[config.mk]
export PLATFORM = sky130hd
export DESIGN_NAME = longest_common_substring_all_hits_core
export DESIGN_NICKNAME = d
export VERILOG_FILES = /design/src/rtl/core/lcs_pkg.sv /design/src/rtl/core/longest_common_substring_all_hits_core.sv /design/src/rtl/core/lcs_ctrl.sv /design/src/rtl/core/lcs_dpath.sv
export SDC_FILE = /design/constraint.sdc
export NUM_CORES = 2
export LEC_CHECK = 0
export BUFFER_PORTS_ARGS = -buffer_cell sky130_fd_sc_hd__clkbuf_2
export CAP_MARGIN = 25
export CORE_ASPECT_RATIO = 0.6
export CORE_MARGIN = 2
export CORE_UTILIZATION = 55
export DETAILED_ROUTE_END_ITERATION = 7
export PLACE_DENSITY = 0.79
export SLEW_MARGIN = 20
export SYNTH_ARGS = -nofsm -noshare
export SYNTH_HDL_FRONTEND = slang
export SYNTH_SLANG_ARGS = --single-unit
[constraint.sdc]
create_clock -name clk -period 11.4 [get_ports clk]
set_input_delay 0.57 -clock clk [delete_from_list [all_inputs] [get_ports clk]]
set_output_delay 0.57 -clock clk [all_outputs]
set_load 0.03 [all_outputs]
[src/rtl/core/lcs_pkg.sv]
package lcs_pkg;

	localparam int MAX_TEXT_DEF = 128;
	localparam int MAX_HITS_DEF = 32;

	typedef enum logic [2:0] {
		S_IDLE,
		S_SRC,
		S_ROW,
		S_DRAIN,
		S_END,
		S_ERD,
		S_ELD
	} lcs_state_t;

	// commands from controller to datapath
	typedef struct packed {
		logic tgt_write;
		logic src_accept;
		logic row_start;
		logic row_step;
		logic row_done;
		logic emit_rd;
		logic emit_ld;
		logic emit_next;
		logic finish;
	} lcs_cmd_t;

	// status from datapath to controller
	typedef struct packed {
		logic j_last;
		logic tlen_zero;
		logic pos_full;
		logic hits_zero;
		logic k_last;
		logic out_busy;
		logic src_last;
	} lcs_stat_t;

endpackage

[src/rtl/core/longest_common_substring_all_hits_core.sv]
// target symbol: one accepted per cycle while idle
// source symbol: a row sweep, one run-length cell per cycle through the target and row
//   memories; no sweep when the target is empty or the source is full
// results: read from the hit list, each loaded once the output register is free
// reset: asynchronous active-low arst_n, block comes up loading an empty target
module longest_common_substring_all_hits_core import lcs_pkg::*; #(
	parameter int MAX_TEXT = MAX_TEXT_DEF,
	parameter int MAX_HITS = MAX_HITS_DEF
) (
	input  logic        clk,
	input  logic        arst_n,
	input  logic        s_tvalid,
	output logic        s_tready,
	input  logic [7:0]  s_tdata,  // symbol[7:0]
	input  logic        s_tuser,  // opcode: 0 target symbol, 1 source symbol
	input  logic        s_tlast,  // last symbol of the string
	output logic        m_tvalid,
	input  logic        m_tready,
	// source_start[6:0], target_start[13:7], match_length[21:14], hit_count[27:22],
	// hit_valid[28], hits_dropped[29], zero[31:30]
	output logic [31:0] m_tdata,
	output logic        m_tlast   // last result of the run
);

	lcs_cmd_t  cmd;
	lcs_stat_t stat;

	// sequencer: input transactions, row sweep and hit emission
	lcs_ctrl u_ctrl (
		.clk      (clk),
		.arst_n   (arst_n),
		.s_tvalid (s_tvalid),
		.s_tuser  (s_tuser),
		.s_tready (s_tready),
		.stat     (stat),
		.cmd      (cmd)
	);

	// memories, run-length cell pipeline, hit list and output register
	lcs_dpath #(
		.MAX_TEXT (MAX_TEXT),
		.MAX_HITS (MAX_HITS)
	) u_dpath (
		.clk      (clk),
		.arst_n   (arst_n),
		.cmd      (cmd),
		.stat     (stat),
		.s_tdata  (s_tdata),
		.s_tlast  (s_tlast),
		.m_tready (m_tready),
		.m_tvalid (m_tvalid),
		.m_tdata  (m_tdata),
		.m_tlast  (m_tlast)
	);

endmodule

[src/rtl/core/lcs_ctrl.sv]
module lcs_ctrl import lcs_pkg::*; (
	input  logic      clk,
	input  logic      arst_n,
	input  logic      s_tvalid,
	input  logic      s_tuser,
	output logic      s_tready,
	input  lcs_stat_t stat,
	output lcs_cmd_t  cmd
);

	lcs_state_t state_q, state_d;

	always_ff @(posedge clk or negedge arst_n) begin
		if (!arst_n) begin
			state_q <= S_IDLE;
		end else begin
			state_q <= state_d;
		end
	end

	always_comb begin
		state_d  = state_q;
		cmd      = '0;
		s_tready = 1'b0;
		case (state_q)
			S_IDLE: begin
				s_tready = 1'b1;
				if (s_tvalid) begin
					if (s_tuser) begin
						cmd.src_accept = 1'b1;
						state_d        = S_SRC;
					end else begin
						cmd.tgt_write = 1'b1;
					end
				end
			end
			S_SRC: begin
				if (stat.pos_full) begin
					state_d = S_END;
				end else if (stat.tlen_zero) begin
					cmd.row_done = 1'b1;
					state_d      = S_END;
				end else begin
					cmd.row_start = 1'b1;
					state_d       = S_ROW;
				end
			end
			S_ROW: begin
				cmd.row_step = 1'b1;
				if (stat.j_last) begin
					state_d = S_DRAIN;
				end
			end
			S_DRAIN: begin
				cmd.row_done = 1'b1;
				state_d      = S_END;
			end
			S_END: begin
				state_d = stat.src_last ? S_ERD : S_IDLE;
			end
			S_ERD: begin
				cmd.emit_rd = !stat.hits_zero;
				state_d     = S_ELD;
			end
			S_ELD: begin
				if (!stat.out_busy) begin
					cmd.emit_ld = 1'b1;
					if (stat.hits_zero || stat.k_last) begin
						cmd.finish = 1'b1;
						state_d    = S_IDLE;
					end else begin
						cmd.emit_next = 1'b1;
						state_d       = S_ERD;
					end
				end
			end
			default: begin
				state_d = S_IDLE;
			end
		endcase
	end

endmodule

[src/rtl/core/lcs_dpath.sv]
module lcs_dpath import lcs_pkg::*; #(
	parameter int MAX_TEXT = MAX_TEXT_DEF,
	parameter int MAX_HITS = MAX_HITS_DEF
) (
	input  logic        clk,
	input  logic        arst_n,
	input  lcs_cmd_t    cmd,
	output lcs_stat_t   stat,
	input  logic [7:0]  s_tdata,
	input  logic        s_tlast,
	input  logic        m_tready,
	output logic        m_tvalid,
	output logic [31:0] m_tdata,
	output logic        m_tlast
);

	localparam int IW  = (MAX_TEXT > 1) ? $clog2(MAX_TEXT) : 1;
	localparam int LW  = $clog2(MAX_TEXT + 1);
	localparam int HW  = $clog2(MAX_HITS + 1);
	localparam int HIW = (MAX_HITS > 1) ? $clog2(MAX_HITS) : 1;
	localparam int XW  = (LW > 7) ? LW : 7;
	localparam int MW  = (LW > 8) ? LW : 8;
	localparam int CW  = (HW > 6) ? HW : 6;

	logic [7:0]    tgt_mem [MAX_TEXT];
	logic [LW-1:0] row_mem [MAX_TEXT];
	logic [IW-1:0] hs_mem  [MAX_HITS];
	logic [IW-1:0] ht_mem  [MAX_HITS];

	logic [LW-1:0]  tlen_q, pos_q, best_q, carry_q;
	logic [HW-1:0]  hits_q;
	logic           loading_q, ovf_q, first_q, last_q;
	logic [7:0]     sym_q;
	logic [IW-1:0]  j_q;
	logic [HIW-1:0] k_q;
	logic           valid_s1;
	logic [IW-1:0]  j_s1;
	logic [7:0]     tgt_s1;
	logic [LW-1:0]  old_s1;
	logic [IW-1:0]  hs_rd_q, ht_rd_q;

	logic           out_valid_q, out_last_q;
	logic [31:0]    out_data_q;

	logic [LW-1:0]  eff, old_eff, run, best_n;
	logic           room, match, gt, eq, app;
	logic [HW-1:0]  hits_base;
	logic           ovf_base;
	logic [XW-1:0]  ss_full, ts_full;
	logic [MW-1:0]  ml_full;
	logic [CW-1:0]  hc_full;

	// target write slot, restarting the string when a pair was running
	assign eff  = loading_q ? tlen_q : '0;
	assign room = eff < LW'(MAX_TEXT);

	// diagonal cell update
	assign match     = valid_s1 && (tgt_s1 == sym_q);
	assign old_eff   = first_q ? '0 : old_s1;
	assign run       = match ? (carry_q + LW'(1)) : '0;
	assign gt        = run > best_q;
	assign best_n    = gt ? run : best_q;
	assign hits_base = gt ? '0 : hits_q;
	assign ovf_base  = gt ? 1'b0 : ovf_q;
	assign eq        = match && (run == best_n);
	assign app       = eq && (hits_base < HW'(MAX_HITS));

	assign ss_full = XW'(hs_rd_q) - XW'(best_q) + XW'(1);
	assign ts_full = XW'(ht_rd_q) - XW'(best_q) + XW'(1);
	assign ml_full = MW'(best_q);
	assign hc_full = CW'(hits_q);

	always_ff @(posedge clk) begin
		if (cmd.tgt_write && room) begin
			tgt_mem[eff[IW-1:0]] <= s_tdata;
		end
		if (cmd.row_step) begin
			tgt_s1 <= tgt_mem[j_q];
			old_s1 <= row_mem[j_q];
		end
		if (valid_s1) begin
			row_mem[j_s1] <= run;
		end
		if (app) begin
			hs_mem[hits_base[HIW-1:0]] <= pos_q[IW-1:0];
			ht_mem[hits_base[HIW-1:0]] <= j_s1;
		end
		if (cmd.emit_rd) begin
			hs_rd_q <= hs_mem[k_q];
			ht_rd_q <= ht_mem[k_q];
		end
		j_s1 <= j_q;
		if (cmd.src_accept) begin
			sym_q  <= s_tdata;
		end
		if (cmd.emit_ld) begin
			if (hits_q == '0) begin
				out_data_q <= '0;
				out_last_q <= 1'b1;
			end else begin
				out_data_q <= {2'b00, ovf_q, 1'b1, hc_full[5:0], ml_full[7:0],
					ts_full[6:0], ss_full[6:0]};
				out_last_q <= (HW'(k_q) + HW'(1)) == hits_q;
			end
		end
	end

	always_ff @(posedge clk or negedge arst_n) begin
		if (!arst_n) begin
			tlen_q      <= '0;
			loading_q   <= 1'b1;
			pos_q       <= '0;
			best_q      <= '0;
			hits_q      <= '0;
			ovf_q       <= 1'b0;
			first_q     <= 1'b1;
			last_q      <= 1'b0;
			j_q         <= '0;
			carry_q     <= '0;
			k_q         <= '0;
			valid_s1    <= 1'b0;
			out_valid_q <= 1'b0;
		end else begin
			valid_s1 <= cmd.row_step;
			if (cmd.tgt_write) begin
				tlen_q    <= eff + LW'(room);
				loading_q <= !s_tlast;
				pos_q     <= '0;
				best_q    <= '0;
				hits_q    <= '0;
				ovf_q     <= 1'b0;
				first_q   <= 1'b1;
			end
			if (cmd.src_accept) begin
				last_q    <= s_tlast;
				loading_q <= 1'b0;
				if (loading_q) begin
					pos_q   <= '0;
					best_q  <= '0;
					hits_q  <= '0;
					ovf_q   <= 1'b0;
					first_q <= 1'b1;
				end
			end
			if (cmd.row_start) begin
				j_q     <= '0;
				carry_q <= '0;
			end
			if (cmd.row_step) begin
				j_q <= j_q + IW'(1);
			end
			if (valid_s1) begin
				carry_q <= old_eff;
				if (match) begin
					best_q <= best_n;
					hits_q <= app ? (hits_base + HW'(1)) : hits_base;
					ovf_q  <= ovf_base | (eq & !app);
				end
			end
			if (cmd.row_done) begin
				pos_q   <= pos_q + LW'(1);
				first_q <= 1'b0;
			end
			if (cmd.emit_next) begin
				k_q <= k_q + HIW'(1);
			end
			if (m_tvalid && m_tready) begin
				out_valid_q <= 1'b0;
			end
			if (cmd.emit_ld) begin
				out_valid_q <= 1'b1;
			end
			if (cmd.finish) begin
				tlen_q    <= '0;
				loading_q <= 1'b1;
				pos_q     <= '0;
				best_q    <= '0;
				hits_q    <= '0;
				ovf_q     <= 1'b0;
				first_q   <= 1'b1;
				k_q       <= '0;
			end
		end
	end

	assign stat.j_last    = (LW'(j_q) + LW'(1)) == tlen_q;
	assign stat.tlen_zero = tlen_q == '0;
	assign stat.pos_full  = pos_q >= LW'(MAX_TEXT);
	assign stat.hits_zero = hits_q == '0;
	assign stat.k_last    = (HW'(k_q) + HW'(1)) == hits_q;
	assign stat.out_busy  = out_valid_q;
	assign stat.src_last  = last_q;

	assign m_tvalid = out_valid_q;
	assign m_tdata  = out_data_q;
	assign m_tlast  = out_last_q;

endmodule

# Word-level counts from Yosys, hierarchy flattened
# Memory sizes are Yosys's and may differ from the RTL's. A register that Yosys moved wholly into a read port is not among the register bits.
# Index checks and enable logic that the tools add are counted.
# word_totals
out_inout_bits	35
inputBits	14
ram_bits	2496
elab_cells	155
ff_bits	107
n_memories	4
# memory_table
memory	depth	word_bits	rd	rd_clocked_by_memory_dff	wr	line_no	text
u_dpath.row_mem	128	8	1	1	1	lcs_dpath.sv:26	logic [LW-1:0] row_mem [MAX_TEXT];
u_dpath.tgt_mem	128	8	1	1	1	lcs_dpath.sv:25	logic [7:0] tgt_mem [MAX_TEXT];
u_dpath.hs_mem	32	7	1	1	1	lcs_dpath.sv:27	logic [IW-1:0] hs_mem [MAX_HITS];
u_dpath.ht_mem	32	7	1	1	1	lcs_dpath.sv:28	logic [IW-1:0] ht_mem [MAX_HITS];
# op_classes
n_eq_ne	14
mux	81
add_sub_neg	12
bitwise_logic	2
magnitude_cmp	4
n_reduce_logical	19
# op_table
op	n
2-to-1 mux 8 bit	19
2-to-1 mux 6 bit	8
2-to-1 mux 1 bit	35
2-to-1 mux 3 bit	10
2-to-1 mux 29 bit	1
equality test 8 bit	3
adder 7 x 1 -> 7 bit (second input constant)	3
case mux 3 bit (7 select lines)	1
adder 8 x 1 -> 8 bit (second input constant)	2
2-to-1 mux 7 bit	2
subtractor 7 bit	2
2-to-1 mux 5 bit	2
nonzero test 2 bit	5
equality test 3 bit (second input constant)	3
adder 7 x 1 -> 8 bit (second input constant)	1
adder 8 x 1 -> 8 bit	1
>= comparator 8 bit (second input constant)	1
greater-than comparator 8 bit	1
zero test 8 bit	1
less-than comparator 8 bit (second input constant)	1
inequality test 2 bit (second input constant)	4
adder 5 x 1 -> 6 bit (second input constant)	1
adder 6 x 1 -> 6 bit (second input constant)	1
equality test 3 x 2 -> 1 bit (second input constant)	2
15 further kinds	22

# Depth between registers and ports, before layout
# logic_depth
word_depth	14
mapped_depth	20
ltp_nobuf	19

# By module
# A second synthesis with hierarchy kept.
# hier_totals
cells_unflattened	5820
area_unflattened_um2	104906.9
# by_module_without_submodules
module	seq_area_each_um2	area_per_inst_um2	cells_each	n_inst
lcs_dpath	78567.9	104530.3	5779	1
lcs_ctrl	75.1	376.6	41	1

# Least setup slack after synthesis
# Ideal clock, no wire load.
# synth_path
path_type	register -> register
startpoint	register u_dpath.carry_q[0]
endpoint	memory u_dpath.hs_mem[8][0] (netlist name), enable pin
setup_ns	0.421
slack_ns	2.390
required_ns	10.979
synth_period_minus_slack_ns	9.010
arrival_time_ns	8.589
stages_incl_launch_ff	14
n_path_buf	2
path_cell_list	dfrtp_1 > ha_1 > xnor2_1 > nor4_2 > xnor2_1 > and4_1 > buf_2 > nor2_1 > buf_2 > nor2_1 > inv_1 > ha_1 > nand3_4 > nor4_1
# synth_via
elab_chain_len	9
word_cells_on_any_way	11
cone_classes	add/sub (1); order compare (2); eq/ne (1); mux (5); reduce/logical (2)
# synth_lines
item	line_no	text
from (decl)	lcs_dpath.sv:30	logic [LW-1:0] tlen_q, pos_q, best_q, carry_q;
from (signal assigned)	lcs_dpath.sv:153	carry_q <= old_eff;
adder 8 x 1 -> 8 bit *	lcs_dpath.sv:60	assign run = match ? (carry_q + LW'(1)) : '0;
2-to-1 mux 8 bit *	lcs_dpath.sv:60	
via u_dpath.run[2]	lcs_dpath.sv:45	logic [LW-1:0] eff, old_eff, run, best_n;
branches (longest 7 deep; another with greater-than comparator 8 bit)	n/a	
to (decl)	lcs_dpath.sv:27	
# Mark *: on every way through the listed nets, which the timed path passes.

# Worst setup path after layout
# layout_path
startpoint	register u_dpath.sym_q[0]
endpoint	memory u_dpath.hs_mem[11][4] (netlist name), enable pin
# layout_via
elab_chain_len	10
word_cells_on_any_way	12
cone_classes	order compare (2); eq/ne (2); mux (5); reduce/logical (3)
# layout_lines
item	line_no	text
from (decl)	lcs_dpath.sv:33	logic [7:0] sym_q;
from (signal assigned)	lcs_dpath.sv:94	sym_q <= s_tdata;
equality test 8 bit *	lcs_dpath.sv:58	assign match = valid_s1 && (tgt_s1 == sym_q);
logical AND 1 bit *	lcs_dpath.sv:58	
2-to-1 mux 8 bit *	lcs_dpath.sv:60	
via u_dpath.run[4]	lcs_dpath.sv:45	
branches (longest 7 deep; another with greater-than comparator 8 bit)	n/a	
# Marks and branches as above.

==> flow_metrics.env <==
export IMPL_worst_pin_slew_ns=1.09
export IMPL_skew_ns=0.0569
export IMPL_vdd_drop_max_mv=0.197
export IMPL_finalWirelength_um=248000
export IMPL_cap_violations=0
export IMPL_io_buffers=46
export IMPL_status="finished, violations left"
export IMPL_yosysMostFrequentCell="edfxtp_1"
export IMPL_final_setup_tns_ns=0
export IMPL_r2r_end="u_dpath.hs_mem[11][4]$_DFFE_PP_"
export IMPL_insertion_delay_ns=0.87
export IMPL_synthCells=4642
export IMPL_boundaryPins=49
export IMPL_rrSetupSlack_ns=5.06
export IMPL_avgRoutedWirePerCell_um=33.3
export IMPL_die_y_um=339
export IMPL_vias=50600
export IMPL_drtIter0Drc=8806
export IMPL_finalPower_uw=22300
export IMPL_period_needed_ns=6.34
export IMPL_slew_headroom_pct=27.5
export IMPL_synth_ff_type="edfxtp_1"
export IMPL_violations="antenna violations, design-rule violations"
export IMPL_critPathMaxFanout=17
export IMPL_overflow=0
export IMPL_cp_start_kind="register"
export IMPL_synth_top_area_share_pct=74.7
export IMPL_leakagePower_uw=0.0319
export IMPL_timing_rr_start="u_dpath.sym_q[0]$_DFFE_PP_"
export IMPL_ys_top_cells_by_count="edfxtp_1, mux4_2, nor2_1"
export IMPL_fmax_ghz=0.158
export IMPL_reg2reg_depth=16
export IMPL_postSynthAreaPerCell_um2=22.2
export IMPL_p_per_area_nw_per_um2=196
export IMPL_drv_slew=0
export IMPL_holdPathStages=3
export IMPL_worst_ep_arrival_time_ns=6.84
export IMPL_gp_congestion=0.857
export IMPL_clockPowerShare_pct=33.8
export IMPL_hp_start="s_tvalid"
export IMPL_regArea_um2=78700
export IMPL_cts_tree="built"
export IMPL_syn2layout_area_growth_pct=10.3
export IMPL_placementRows=123
export IMPL_sw_frac_of_total_pct=26.0
export IMPL_core_area_um2=187000
export IMPL_ys_seq_area_share_pct=76.3
export IMPL_seqPwrFrac_pct=48.9
export IMPL_cp_required_ns=11.90
export IMPL_multi_input_area_um2=23500
export IMPL_synthesis_area_um2=103000
export IMPL_htreeDepth=4
export IMPL_synth_edf_count=2565
export IMPL_synth_seq_cells=2631
export IMPL_synth_area_leaders="edfxtp_1, mux4_2, dfrtp_1"
export IMPL_critPathCaptureType="register"
export IMPL_die_w_um=563
export IMPL_cts_sinks=2631
export IMPL_antenna_found_initial=22
export IMPL_die_area_um2=191000
export IMPL_dp_hpwl_um=145000
export IMPL_drc=6
export IMPL_grtUsageTotal_pct=26.1
export IMPL_internal_power_uw=16500
export IMPL_hold_slack_ns=0.0801
export IMPL_rsz0062_at_grt="no"
export IMPL_period_share_pct=55.6
export IMPL_clock_root_buffer="clkbuf_16"
export IMPL_synth_distinct_cells=77
export IMPL_final_antenna_net_count=1
export IMPL_grt_pass1_vias=49200
export IMPL_grt_max_degree=146
export IMPL_setup_viol=0
export IMPL_yosys_warnings=0
export IMPL_start_util_pct=55.2
export IMPL_drive_gt1_share_pct=27.2
export IMPL_num_fill_cells=12200
export IMPL_fin_nets=4830
export IMPL_vias_per_cell=6.79
export IMPL_min_to="u_dpath.first_q$_DFF_PN1_"
export IMPL_grt_pass1_wl_um=358000
export IMPL_criticalPathCategory="register to register"
export IMPL_p_switching_uw=5810
export IMPL_hold_path_class="input pin to register"
export IMPL_cts_buffer_depth=4
export IMPL_power_frac_comb_pct=17.3
export IMPL_async_reset_ff_share_pct=2.24
export IMPL_yosys_area_top_type="edfxtp_1"
export IMPL_dr_pass1_iters=8
export IMPL_path_clk_slew_ns=0.07
export IMPL_cts_made_buffers=224
export IMPL_hold_viol=0
-- flip-flops by register name (all words and copies together) (netlist names), 3 cells and up --
name             flops
u_dpath.ht_mem     224
u_dpath.hs_rd_q      7
u_dpath.hs_mem     224
u_dpath.old_s1       8
u_dpath.hc_full      6
u_ctrl.state_q       3
u_dpath.pos_q        8
u_dpath.j_s1         7
u_dpath.tgt_s1       8
u_dpath.m_tdata     30
u_dpath.row_mem   1024
u_dpath.tgt_mem   1024
u_dpath.carry_q      8
u_dpath.sym_q        8
u_dpath.ht_rd_q      7
u_dpath.tlen_q       8
u_dpath.k_q          5
u_dpath.j_q          7
u_dpath.best_q       8
-- worst max-delay path by stage --
stage,cells past startpoint,start,to
final,16,u_dpath.sym_q[0]$_DFFE_PP_,u_dpath.hs_mem[11][4]$_DFFE_PP_
after global routing,16,u_dpath.sym_q[0]$_DFFE_PP_,u_dpath.hs_mem[11][4]$_DFFE_PP_
after CTS,16,u_dpath.sym_q[0]$_DFFE_PP_,u_dpath.ht_mem[23][6]$_DFFE_PP_
after detailed placement,16,u_dpath.sym_q[7]$_DFFE_PP_,u_dpath.hs_mem[23][3]$_DFFE_PP_
after global placement,16,u_dpath.sym_q[4]$_DFFE_PP_,u_dpath.hs_mem[7][2]$_DFFE_PP_
after floorplan,13,u_dpath.carry_q[0]$_DFFE_PN0P_,u_dpath.hs_mem[8][0]$_DFFE_PP_
-- repair_timing --
item / in CTS / in global routing
gates resized for setup: 0 / 0
endpoints found under the hold margin: 60 / 0
setup endpoints to repair: 0 / 0
buffers inserted: 0 / 0
hold buffers: 3 / 0
-- power by group through the flow --
stage	Clock [uW]	Sequential, uW	Combinational, uW
floorplan	0	11000	2640
global placement	0	11100	3740
detailed placement	0	11100	3800
CTS	7600	10900	3830
global route	7960	11000	4040
finish	7560	10900	3860
-- critical path: stages (launching register included) --
cell      delay, ns
edfxtp_1       0.39
xnor2_1        0.23
and4_1         0.29
nand3_1        0.61
nor2_4         0.76
ha_1           0.37
a21o_1         0.17
a21o_1         0.17
a21oi_1        0.14
o21ai_0        0.24
a31oi_4        0.39
nor2_1         0.09
buf_4          0.22
nor2_1         0.20
ha_1           0.31
nand3_2        0.40
nor4_4         0.96
-- cell type report --
type                       count  share of cell area (%)
antenna                        9                  0.0198
clock buffer                 289                    5.27
clock inverter               107                   0.925
inverter                      40                   0.134
multi-input combinational   1718                    20.6
sequential                  2631                    69.2
tap                         2500                    2.75
timing repair buffer         160                    1.12
-- stage by stage --
stage	std cells	setup WS (ns)	util, %	cell area (um2)
finish	7454	5.06	60.9	114000
global placement	7036	4.96	57.0	106000
detailed placement	7040	4.73	57.0	107000
CTS	7439	4.57	60.8	114000
floorplan	4643	2.39	-	103000
global route	7446	4.77	60.9	114000
-- routing by layer --
layer  up-vias  GRT usage (%)  share of wire [%]
met3       393           6.97                 14
met2      3823           36.7                 44
met5         -              0              0.058
met1     26700           41.7                 40
met4        20           4.91                1.9
li1      19700              -                  -
-- cells by family after synthesis --
family / Yosys count / share of synthesized area (%)
other cells: 1 / 0.00364
simple gates: 673 / 2.91
buf+inv: 294 / 1.15
fa+ha+maj: 41 / 0.512
mux: 828 / 17.9
xor+xnor: 44 / 0.374
compound gates: 130 / 0.893
flops: 2631 / 76.3
-- layout by cell type, fill, tap and decap left out, types with 11 or more instances in the layout --
master     Yosys  routed
clkbuf_16      0     228
dfrtp_1       57      48
clkinv_1       3      42
xnor2_1       33      33
and3_1        12      12
bufinv_16      0      19
clkinv_2       0      34
xor2_1        11      11
ha_1          39      39
nor2b_1       16      16
o21ai_0       32      32
nor2_1       342     334
nand3_1       32      30
buf_4          4     105
edfxtp_1    2565    2565
clkbuf_2       0      37
inv_1         37      34
a21oi_1       30      29
clkbuf_1     176      55
nor3_1        16      11
and2_1        16      14
mux4_2       812     812
nand2_1      164     163
No activity file was read; power rests on OpenSTA's default activity.
